--- src/sv/rgb_to_hsv_converter_defines.svh ---
// ----------------------------------------------------------------------------
// RGB to HSV converter assertion macros
// Shared concurrent assertion forms, clocked on clk and held off in reset.
// ----------------------------------------------------------------------------
`ifndef RGB_TO_HSV_CONVERTER_DEFINES_SVH
`define RGB_TO_HSV_CONVERTER_DEFINES_SVH

// same-cycle implication
`define RHC_ASSERT_NOW(label, ante, cons, msg) \
    label: assert property (@(posedge clk) disable iff (!rst_n) (ante) |-> (cons)) \
        else $error(msg);

// next-cycle implication
`define RHC_ASSERT_NEXT(label, ante, cons, msg) \
    label: assert property (@(posedge clk) disable iff (!rst_n) (ante) |=> (cons)) \
        else $error(msg);

`endif

--- src/sv/rhc_pkg.sv ---
// ----------------------------------------------------------------------------
// RGB to HSV converter package
// Item types, arithmetic constants and width helpers shared by all modules.
// ----------------------------------------------------------------------------
`timescale 1ns / 1ps
`default_nettype none

package rhc_pkg;

    localparam int HUE_FRAC_BITS_DEF = 6;
    localparam int SAT_FRAC_BITS_DEF = 15;

    // hue stays below 360 degrees: nine integer bits
    localparam int HUE_INT_BITS = 9;
    localparam int NUM_W        = 17;   // 360 * 255 fits in 17 bits
    localparam int HUE_W        = 15;
    localparam int SAT_W        = 16;
    localparam int CH_W         = 8;

    localparam logic [8:0] DEG_0   = 9'd0;
    localparam logic [8:0] DEG_60  = 9'd60;
    localparam logic [8:0] DEG_120 = 9'd120;
    localparam logic [8:0] DEG_240 = 9'd240;
    localparam logic [8:0] DEG_360 = 9'd360;

    typedef struct packed {
        logic [CH_W-1:0] red;
        logic [CH_W-1:0] green;
        logic [CH_W-1:0] blue;
    } pixel_t;

    typedef struct packed {
        logic [HUE_W-1:0] hue;
        logic [SAT_W-1:0] saturation;
        logic [CH_W-1:0]  value;
    } hsv_t;

    // control riding alongside the divider data
    typedef struct packed {
        logic            valid;
        logic            grey;
        logic [CH_W-1:0] value;
    } side_t;

    typedef enum logic [1:0] {
        DOM_RED,
        DOM_GREEN,
        DOM_BLUE
    } dom_t;

    function automatic int max_int(input int a, input int b);
        return (a > b) ? a : b;
    endfunction

endpackage

`default_nettype wire

--- src/sv/rhc_prep.sv ---
// ----------------------------------------------------------------------------
// RGB to HSV front stage
// Finds max, min and dominant channel, forms the hue numerator and
// registers both dividends for the first divider cell.
// ----------------------------------------------------------------------------
`timescale 1ns / 1ps
`default_nettype none

module rhc_prep #(
    parameter int HUE_FRAC_BITS = 6,
    parameter int SAT_FRAC_BITS = 15,
    parameter int QW            = 16
) (
    input  wire logic            clk,
    input  wire logic            rst_n,
    input  wire logic            adv,
    input  wire logic            pix_valid,
    input  wire rhc_pkg::pixel_t pix,
    output rhc_pkg::side_t       side_reg,
    output logic [7:0]           hrem_reg,
    output logic [QW-1:0]        hq_reg,
    output logic [7:0]           hdiv_reg,
    output logic [7:0]           srem_reg,
    output logic [QW-1:0]        sq_reg,
    output logic [7:0]           sdiv_reg
);
    import rhc_pkg::*;

    localparam int DW = QW + CH_W;

    logic [CH_W-1:0]  mx;
    logic [CH_W-1:0]  mn;
    logic [CH_W-1:0]  chroma;
    dom_t             dom;
    logic [CH_W-1:0]  pa;
    logic [CH_W-1:0]  pb;
    logic [8:0]       base;
    logic [NUM_W-1:0] base_term;
    logic [NUM_W-1:0] diff_term;
    logic [NUM_W-1:0] num;
    logic [DW-1:0]    hd;
    logic [DW-1:0]    sd;

    always_comb
    begin
        mx  = pix.red;
        mn  = pix.red;
        dom = DOM_RED;
        if (pix.green > mx)
        begin
            mx  = pix.green;
            dom = DOM_GREEN;
        end
        if (pix.green < mn)
            mn = pix.green;
        if (pix.blue > mx)
        begin
            mx  = pix.blue;
            dom = DOM_BLUE;
        end
        if (pix.blue < mn)
            mn = pix.blue;
        chroma = mx - mn;
    end

    // pick the channel pair and sector offset of the dominant channel
    always_comb
    begin
        case (dom)
            DOM_RED:
            begin
                pa   = pix.green;
                pb   = pix.blue;
                base = (pix.green >= pix.blue) ? DEG_0 : DEG_360;
            end
            DOM_GREEN:
            begin
                pa   = pix.blue;
                pb   = pix.red;
                base = DEG_120;
            end
            DOM_BLUE:
            begin
                pa   = pix.red;
                pb   = pix.green;
                base = DEG_240;
            end
            default:
            begin
                pa   = '0;
                pb   = '0;
                base = DEG_0;
            end
        endcase
    end

    always_comb
    begin
        base_term = NUM_W'(base) * NUM_W'(chroma);
        if (pa >= pb)
        begin
            diff_term = NUM_W'(DEG_60) * NUM_W'(pa - pb);
            num       = base_term + diff_term;
        end
        else
        begin
            diff_term = NUM_W'(DEG_60) * NUM_W'(pb - pa);
            num       = base_term - diff_term;
        end
        hd = DW'(num) << HUE_FRAC_BITS;
        sd = DW'(chroma) << SAT_FRAC_BITS;
    end

    always_ff @(posedge clk or negedge rst_n)
    begin
        if (!rst_n)
            side_reg <= '0;
        else if (adv)
        begin
            side_reg.valid <= pix_valid;
            side_reg.grey  <= (chroma == '0);
            side_reg.value <= mx;
        end
    end

    always_ff @(posedge clk)
    begin
        if (adv)
        begin
            hrem_reg <= hd[DW-1:QW];
            hq_reg   <= hd[QW-1:0];
            hdiv_reg <= chroma;
            srem_reg <= sd[DW-1:QW];
            sq_reg   <= sd[QW-1:0];
            sdiv_reg <= mx;
        end
    end

endmodule

`default_nettype wire

--- src/sv/rhc_cell.sv ---
// ----------------------------------------------------------------------------
// RGB to HSV divider cell
// One restoring division step for hue and saturation; the dividend shifts
// out of the quotient register as quotient bits shift in.
// ----------------------------------------------------------------------------
`timescale 1ns / 1ps
`default_nettype none

module rhc_cell #(
    parameter int QW = 16
) (
    input  wire logic           clk,
    input  wire logic           rst_n,
    input  wire logic           adv,
    input  wire rhc_pkg::side_t side_in,
    input  wire logic [7:0]     hrem_in,
    input  wire logic [QW-1:0]  hq_in,
    input  wire logic [7:0]     hdiv_in,
    input  wire logic [7:0]     srem_in,
    input  wire logic [QW-1:0]  sq_in,
    input  wire logic [7:0]     sdiv_in,
    output rhc_pkg::side_t      side_reg,
    output logic [7:0]          hrem_reg,
    output logic [QW-1:0]       hq_reg,
    output logic [7:0]          hdiv_reg,
    output logic [7:0]          srem_reg,
    output logic [QW-1:0]       sq_reg,
    output logic [7:0]          sdiv_reg
);
    import rhc_pkg::*;

    logic [8:0]    ht;
    logic [8:0]    st;
    logic          hge;
    logic          sge;
    logic [7:0]    hrem_next;
    logic [7:0]    srem_next;
    logic [QW-1:0] hq_next;
    logic [QW-1:0] sq_next;

    always_comb
    begin
        ht  = {hrem_in, hq_in[QW-1]};
        st  = {srem_in, sq_in[QW-1]};
        hge = (ht >= {1'b0, hdiv_in});
        sge = (st >= {1'b0, sdiv_in});
        // remainder stays below the divisor, so eight bits hold it
        hrem_next = hge ? 8'(ht - {1'b0, hdiv_in}) : ht[7:0];
        srem_next = sge ? 8'(st - {1'b0, sdiv_in}) : st[7:0];
        hq_next   = {hq_in[QW-2:0], hge};
        sq_next   = {sq_in[QW-2:0], sge};
    end

    always_ff @(posedge clk or negedge rst_n)
    begin
        if (!rst_n)
            side_reg <= '0;
        else if (adv)
            side_reg <= side_in;
    end

    always_ff @(posedge clk)
    begin
        if (adv)
        begin
            hrem_reg <= hrem_next;
            hq_reg   <= hq_next;
            hdiv_reg <= hdiv_in;
            srem_reg <= srem_next;
            sq_reg   <= sq_next;
            sdiv_reg <= sdiv_in;
        end
    end

endmodule

`default_nettype wire

--- src/sv/rgb_to_hsv_converter.sv ---
// ----------------------------------------------------------------------------
// RGB to HSV converter
// Converts 8-bit RGB pixels to hue (1/64 degree), saturation (Q1.15) and
// value, one pixel per clock unless stalled, through a chain of division cells.
// ----------------------------------------------------------------------------
// Takes one pixel every clock unless pixel_stall is raised, and returns one
// hsv item per pixel, in order. Each pixel passes one front stage, one divider
// cell per quotient bit and one output register, with QW = max(9 +
// HUE_FRAC_BITS, SAT_FRAC_BITS + 1) quotient bits. The whole chain advances
// together, so a stall while the output register holds an item holds every
// stage and raises pixel_stall in the same cycle.
`timescale 1ns / 1ps
`default_nettype none
`include "rgb_to_hsv_converter_defines.svh"

module rgb_to_hsv_converter #(
    parameter int HUE_FRAC_BITS = rhc_pkg::HUE_FRAC_BITS_DEF,
    parameter int SAT_FRAC_BITS = rhc_pkg::SAT_FRAC_BITS_DEF
) (
    input  wire logic            clk,
    input  wire logic            rst_n,
    input  wire logic            pixel_valid,
    output logic                 pixel_stall,
    input  wire rhc_pkg::pixel_t pixel,
    output logic                 hsv_valid,
    input  wire logic            hsv_stall,
    output rhc_pkg::hsv_t        hsv
);
    import rhc_pkg::*;

    localparam int QW = max_int(HUE_INT_BITS + HUE_FRAC_BITS, SAT_FRAC_BITS + 1);

    side_t         side_c [QW+1];
    logic [7:0]    hrem_c [QW+1];
    logic [QW-1:0] hq_c   [QW+1];
    logic [7:0]    hdiv_c [QW+1];
    logic [7:0]    srem_c [QW+1];
    logic [QW-1:0] sq_c   [QW+1];
    logic [7:0]    sdiv_c [QW+1];

    logic              adv;
    logic              out_valid_reg;
    hsv_t              out_reg;
    hsv_t              out_next;
    logic [QW+HUE_W-1:0] hue_ext;
    logic [QW+SAT_W-1:0] sat_ext;

    // advance the whole chain when the output register is free or draining
    assign adv         = !out_valid_reg || !hsv_stall;
    assign pixel_stall = !adv;

    rhc_prep #(
        .HUE_FRAC_BITS (HUE_FRAC_BITS),
        .SAT_FRAC_BITS (SAT_FRAC_BITS),
        .QW            (QW)
    ) u_prep (
        .clk       (clk),
        .rst_n     (rst_n),
        .adv       (adv),
        .pix_valid (pixel_valid),
        .pix       (pixel),
        .side_reg  (side_c[0]),
        .hrem_reg  (hrem_c[0]),
        .hq_reg    (hq_c[0]),
        .hdiv_reg  (hdiv_c[0]),
        .srem_reg  (srem_c[0]),
        .sq_reg    (sq_c[0]),
        .sdiv_reg  (sdiv_c[0])
    );

    for (genvar i = 0; i < QW; i++)
    begin : g_cell
        rhc_cell #(
            .QW (QW)
        ) u_cell (
            .clk      (clk),
            .rst_n    (rst_n),
            .adv      (adv),
            .side_in  (side_c[i]),
            .hrem_in  (hrem_c[i]),
            .hq_in    (hq_c[i]),
            .hdiv_in  (hdiv_c[i]),
            .srem_in  (srem_c[i]),
            .sq_in    (sq_c[i]),
            .sdiv_in  (sdiv_c[i]),
            .side_reg (side_c[i+1]),
            .hrem_reg (hrem_c[i+1]),
            .hq_reg   (hq_c[i+1]),
            .hdiv_reg (hdiv_c[i+1]),
            .srem_reg (srem_c[i+1]),
            .sq_reg   (sq_c[i+1]),
            .sdiv_reg (sdiv_c[i+1])
        );
    end

    // fit quotients to field widths; drop them for grey pixels
    always_comb
    begin
        hue_ext = {{HUE_W{1'b0}}, hq_c[QW]};
        sat_ext = {{SAT_W{1'b0}}, sq_c[QW]};
        out_next.hue        = side_c[QW].grey ? '0 : hue_ext[HUE_W-1:0];
        out_next.saturation = side_c[QW].grey ? '0 : sat_ext[SAT_W-1:0];
        out_next.value      = side_c[QW].value;
    end

    always_ff @(posedge clk or negedge rst_n)
    begin
        if (!rst_n)
            out_valid_reg <= 1'b0;
        else if (adv)
            out_valid_reg <= side_c[QW].valid;
    end

    always_ff @(posedge clk)
    begin
        if (adv)
            out_reg <= out_next;
    end

    assign hsv_valid = out_valid_reg;
    assign hsv       = out_reg;

    `RHC_ASSERT_NEXT(a_enter_chain, pixel_valid && !pixel_stall, side_c[0].valid,
        "accepted pixel missing from front stage")
    `RHC_ASSERT_NEXT(a_leave_chain, adv && side_c[QW].valid, out_valid_reg,
        "item lost between last cell and output register")
    `RHC_ASSERT_NOW(a_black_grey, side_c[QW].valid && side_c[QW].value == '0,
        side_c[QW].grey, "zero value pixel not flagged grey")

endmodule

`default_nettype wire

--- config.mk ---
export PLATFORM = sky130hd
export DESIGN_NAME = rgb_to_hsv_converter
export DESIGN_NICKNAME = d
export VERILOG_FILES = /design/src/sv/rhc_pkg.sv /design/src/sv/rhc_prep.sv /design/src/sv/rhc_cell.sv /design/src/sv/rgb_to_hsv_converter.sv
export VERILOG_INCLUDE_DIRS = /design/src /design/src/sv
export SDC_FILE = /design/constraint.sdc
export NUM_CORES = 2
export LEC_CHECK = 0
export BUFFER_PORTS_ARGS = -buffer_cell sky130_fd_sc_hd__buf_2
export CAP_MARGIN = 10
export CORE_AREA = 4 4 345 380
export CTS_BUF_LIST = sky130_fd_sc_hd__clkbuf_16
export DETAILED_ROUTE_END_ITERATION = 10
export DIE_AREA = 0 0 349 384
export PLACE_DENSITY = 0.63
export SLEW_MARGIN = 40
export SYNTH_ARGS = -nofsm -noshare
export SYNTH_HDL_FRONTEND = slang
export SYNTH_SLANG_ARGS = --single-unit
--- constraint.sdc ---
create_clock -name clk -period 30.7 [get_ports clk]
set_input_delay 4.605 -clock clk [delete_from_list [all_inputs] [get_ports clk]]
set_output_delay 4.605 -clock clk [all_outputs]
set_load 0.02 [all_outputs]
**After elaboration in Yosys (flattened, before gate mapping)**

Cells that the tools add are included.

- $add $sub $neg: 35
- Multiply operators: 3
- $lt $le $gt $ge: 38
- Equal/unequal tests: 2
- Multiplexer cells: 41
- Reduce and logical (&&, ||, !) cells: 6

Operators with widths:

| kind | count |
|---|---|
| $mux 8 | 34 |
| $ge 9x8->1 | 30 |
| $sub 8x8->8 | 31 |
| $pmux 8 s3 | 2 |
| $mul 4x17->15 const A | 2 |
| $ge 8x8->1 | 4 |
| $pmux 9 s3 | 1 |
| $sub 8x8->9 | 2 |
| $add 17x17->17 | 1 |
| $mul 9x8->17 | 1 |
| $mux 17 | 1 |
| $sub 17x17->17 | 1 |
| $gt 8x8->1 | 2 |
| $lt 8x8->1 | 2 |
| $mux 9 | 1 |
| $logic_not 8->1 | 1 |
| $logic_not 1->1 | 3 |
| $eq 2x1->1 const B | 1 |
| $eq 2x2->1 const B | 1 |
| $logic_not 2->1 | 1 |
| $mux 2 | 1 |
| $logic_or 1x1->1 | 1 |
| $mux 1 | 1 |

- Flip-flop bits (word level): 1041
- Word-level logic and storage cells: 297

**Logic depth before layout (Yosys ltp)**

- Word-level depth: 10
- Depth in mapped cells: 49
- Depth with buffers taken out: 44

**Cells and area by module**

A second synthesis with hierarchy kept.

- Cells, all modules: 4453
- Area, all modules: 61564.0 um^2

Modules (own cells, without submodules):

| module | times used | cells each | area each (um^2) |
|---|---|---|---|
| rhc_cell at g_cell[0].u_cell ... | 9 | 214 | 3259.4 |
| rhc_cell at g_cell[15].u_cell ... | 6 | 212 | 3249.4 |
| rhc_prep | 1 | 960 | 8030.2 |
| rhc_cell at g_cell[14].u_cell | 1 | 218 | 3261.9 |
| rgb_to_hsv_converter | 1 | 77 | 1441.4 |

**Worst setup path before layout**

Ideal clock, no wire load.

- Path kind: in2reg
- Start point: input port hsv_stall
- End point: register g_cell[0].u_cell.hdiv_reg[0] (enable)
- Library setup time: 1.524 ns
- Data arrival time: 27.694 ns
- Data required time: 29.176 ns
- Setup slack: 1.481 ns
- Cell stages on the path: 3
- Path through: nand2_1 > clkbuf_1 > clkbuf_1

- Word-level cells in the longest chain between the ends: 2

Ends and longest elaborated chain:

| item | line | text |
|---|---|---|
| start: declaration | rgb_to_hsv_converter.sv:26 | `input wire logic hsv_stall,` |
| $logic_not 1->1 | rgb_to_hsv_converter.sv:49 | `assign adv = !out_valid_reg \|\| !hsv_stall;` |
| $logic_or 1x1->1 | rgb_to_hsv_converter.sv:49 |  |
| end signal: assignment | rhc_cell.sv:68 | `hdiv_reg <= hdiv_in;` |
| end: declaration | rhc_cell.sv:25 | `output logic [7:0] hdiv_reg,` |

Every way passes these cells.
A chain may end at the register's enable or synchronous reset.

**Worst setup path after layout**

- Start point: input port pixel[23] (netlist bit)
- End point: register u_prep.hrem_reg[6] (data pin)

- Word-level cells in the longest chain between the ends: 10
- Elaborated cells between the ends (all ways): 26

Ends and longest elaborated chain:

| item | line | text |
|---|---|---|
| start: declaration | rgb_to_hsv_converter.sv:24 | `input wire rhc_pkg::pixel_t pixel,` |
| $gt 8x8->1 | rhc_prep.sv:49 | `if (pix.green > mx)` |
| $mux 8 | rhc_prep.sv:49 |  |
| $gt 8x8->1 | rhc_prep.sv:56 | `if (pix.blue > mx)` |
| $mux 2 | rhc_prep.sv:56 |  |
| $eq 2x2->1 (tied with other cells) | rhc_prep.sv:69 | `case (dom)` |
| $pmux 8 s3 | rhc_prep.sv:69 |  |
| $sub 8x8->9 (on tied branches) | rhc_prep.sv:107, rhc_prep.sv:102 |  |
| $mul 4x17->15 (on tied branches) | rhc_prep.sv:107, rhc_prep.sv:102 |  |
| $sub 17x17->17 / $add 17x17->17 (equally long branches) | rhc_prep.sv:108, rhc_prep.sv:103 |  |
| $mux 17 * | rhc_prep.sv:100 | `if (pa >= pb)` |
| via u_prep.num[16] | rhc_prep.sv:40 | `logic [NUM_W-1:0] num;` |
| end signal: assignment | rhc_prep.sv:130 | `hrem_reg <= hd[DW-1:QW];` |
| end: declaration | rhc_prep.sv:20 | `output logic [7:0] hrem_reg,` |

Mark *: on every way through the listed nets, which the timed path passes. The rest lies on a longest branch.

==> results by group <==
Setup path
  • WS Path Type: in -> reg
  • Worst R2R Path Depth: 6
  • Worst Path Max Fanout: 39
  • Setup crit start kind: input pin
  • WP data arrival: 15.58 ns
  • Worst R2R Setup Slack: 26.50 ns
  • CP Capture Type: register
  • Critical path endpoint: u_prep.hrem_reg[6]$_DFFE_PN_
  • Largest stage delay on the critical path: approximately 0.56 ns
  • Reg2reg end: g_cell[9].u_cell.hdiv_reg[6]$_DFFE_PN_
  • Crit-path slowest cell: and2_1
  • Required @ worst endpoint: ~31 ns
  • Worst Setup SP: pixel[23]
  • R2r startpoint: hsv_valid$_DFFE_PN0N_

Die
  • Die Ht: 384 µm
  • Placement Rows: 137
  • Die area: 0.134 mm²
  • Die width: approximately 350 µm
  • Initial Util: 0.398
  • Core area: around 0.13 mm²
  • IO Pins: 69

STA
  • Crit path time final: 15.13 ns
  • Unrepaired setup endpoints after global routing: no
  • Tightest Pin Transition: 0.804 ns
  • Setup Skew: 0.0256 ns
  • Final setup vio count: 0
  • Slew Viols, Final: 0
  • Hold Fails Final Rpt: 0
  • Relative slew slack: 0.462
  • Setup TNS: 0 ns
  • Fin crit share: 0.493
  • Fmax: 66.1 MHz

Global routing
  • GRT Residual Overflow: 0
  • Largest net degree at the start of global routing: 170
  • GRT Resource Usage Total: 0.128
  • First-pass GRT wire length: between 100 and 150 mm
  • GRT met2 Usage: 0.243
  • Grt met3 use: 0.0239
  • Number of antenna violations at the first check in global routing: 0
  • Number of global-route vias before repair: 30.2k
  • Most used routing layer: met2
  • Routing usage on met1: 0.141

Outcome
  • Status: finished, final reports clean

Yosys
  • Syn Area/Cell: 12.0 µm²
  • Synth top area share: 0.495
  • Flops & latches, synth: approximately 1.0k
  • Synth area leader: edfxtp_1
  • Synth area leaders: edfxtp_1, ha_1, dfrtp_1
  • Post-synth ARST share: 0.170
  • Syn Inst Count: 4212
  • Netlist cell types: 64
  • Syn nets: 4707
  • Synthesized area: 0.0506 mm²
  • EDFF count, synth: 834
  • Top FF cell, synth: edfxtp_1
  • Syn. warnings: 0
  • Seq/Total Area, Yosys: 0.580

Route
  • Pre-antenna DRT Iters: 5
  • DR WL/cell: 14.0 µm
  • Detailed-route wire length: between 80 and 90 mm
  • Final ANT Viol Nets: 0
  • Via Count: roughly 29k
  • Vias per inst: a little under 5
  • Drt drc: 0
  • Initial DRC Count: 1343

CTS
  • Clock Latency Late Sink: 0.70 ns
  • Post-CTS setup buffers: 0
  • CTS Buf Count: 107
  • H-tree depth: 3
  • Hold-fix buffers, CTS: 0
  • Clock-pin slew on the worst setup and hold paths: 0.06 ns
  • CTS Buffer Depth: 3
  • CTS tree: built
  • Post-CTS resize count: 0
  • Clk root buf: clkbuf_16
  • Num Clock Sinks: 1005

Cells and area
  • Leading cell type in the layout, fill and taps excluded: edfxtp_1
  • Final net count: between 4k and 5k
  • Area delta synth->final: 12.0%
  • Fill count: 11.5k
  • Layout cells sized above 1: 0.0938
  • # diodes: 0
  • Most frequent cells in the layout: edfxtp_1, nand2_1, inv_1, ha_1, nor2_1
  • Max reg flops: 160

Place
  • Post-DP HPWL: 60.6 mm
  • Port-buffer cells: 68
  • RD Place Congestion: 0.867

Flow run
  • MaxCap Viol Count: 0

Hold path
  • HP Class: reg -> reg
  • Worst hold path depth: 0
Yosys cell counts, types with 52 or more instances:
cell      instances
edfxtp_1        834
nand2_1         596
inv_1           558
ha_1            383
nor2_1          338
o21ai_0         190
dfrtp_1         171
mux2_2          156
xnor2_1         115
nor2b_1         104
a21oi_1          97
a21boi_0         88
fa_1             84
mux2i_1          76
a21o_1           63
clkbuf_1         52
cell families (layout without fill, tap and decap cells):
family	Yosys count	after routing	share of synthesized area
simple gates	1186	1186	0.0999
flops	1005	1005	0.580
buf+inv	619	843	0.0460
compound gates	537	537	0.0676
fa+ha+maj	467	467	0.128
mux	232	232	0.0498
xor+xnor	166	166	0.0292
per-stage QoR:
stage	hold slack, ns	setup WS [ns]	util	cell area [µm²]	instances
2_1_floorplan	0.400	1.48	-	50600	4212
3_3_place_gp	0.400	15.02	0.417	53000	5903
5_1_grt	0.398	14.81	0.446	56700	6104
4_1_cts	0.395	15.67	0.446	56600	6102
3_5_place_dp	0.405	14.89	0.418	53000	5905
6_report	0.404	15.57	0.446	56700	6104
worst max-delay path, delay by kind of cell:
family          cells  cell delay (ns)
compound gates     16             3.92
fa+ha+maj           7             2.26
simple gates        6             1.71
buf+inv             8             1.40
xor+xnor            5             1.30
mux                 1             0.35
worst min path at each step:
| stage | startpoint | end |
|---|---|---|
| 6_report | g_cell[10].u_cell.hq_reg[8]$_DFFE_PN_ | g_cell[11].u_cell.hq_reg[9]$_DFFE_PN_ |
| 3_3_place_gp | g_cell[7].u_cell.sq_reg[5]$_DFFE_PN_ | g_cell[8].u_cell.sq_reg[6]$_DFFE_PN_ |
| 4_1_cts | g_cell[10].u_cell.hq_reg[8]$_DFFE_PN_ | g_cell[11].u_cell.hq_reg[9]$_DFFE_PN_ |
| 2_1_floorplan | u_prep.hq_reg[9]$_DFFE_PN_ | g_cell[0].u_cell.hq_reg[10]$_DFFE_PN_ |
| 3_5_place_dp | g_cell[9].u_cell.hq_reg[6]$_DFFE_PN_ | g_cell[10].u_cell.hq_reg[7]$_DFFE_PN_ |
| 5_1_grt | g_cell[10].u_cell.hq_reg[8]$_DFFE_PN_ | g_cell[11].u_cell.hq_reg[9]$_DFFE_PN_ |
area by class of cell:
| cell class | instances | area [µm²] | share of cell area |
|---|---|---|---|
| clock inverter | 88 | 822 | 0.0145 |
| multi-input combinational | 2588 | 19000 | 0.335 |
| tap | 1668 | 2090 | 0.0368 |
| inverter | 558 | 2100 | 0.0370 |
| sequential | 1005 | 29300 | 0.517 |
| clock buffer | 109 | 2730 | 0.0481 |
| timing repair buffer | 88 | 628 | 0.0111 |
per-layer routing:
metal  vias to the layer above  share of wire
li1                      14700              -
met1                     14100           0.40
met2                       375           0.53
met3                       181          0.035
met4                         0          0.036
met5                         -              0
Power is left out: the tool's default activity adds up to more than one toggle a clock period on the data nets, which glitch-free logic cannot reach.
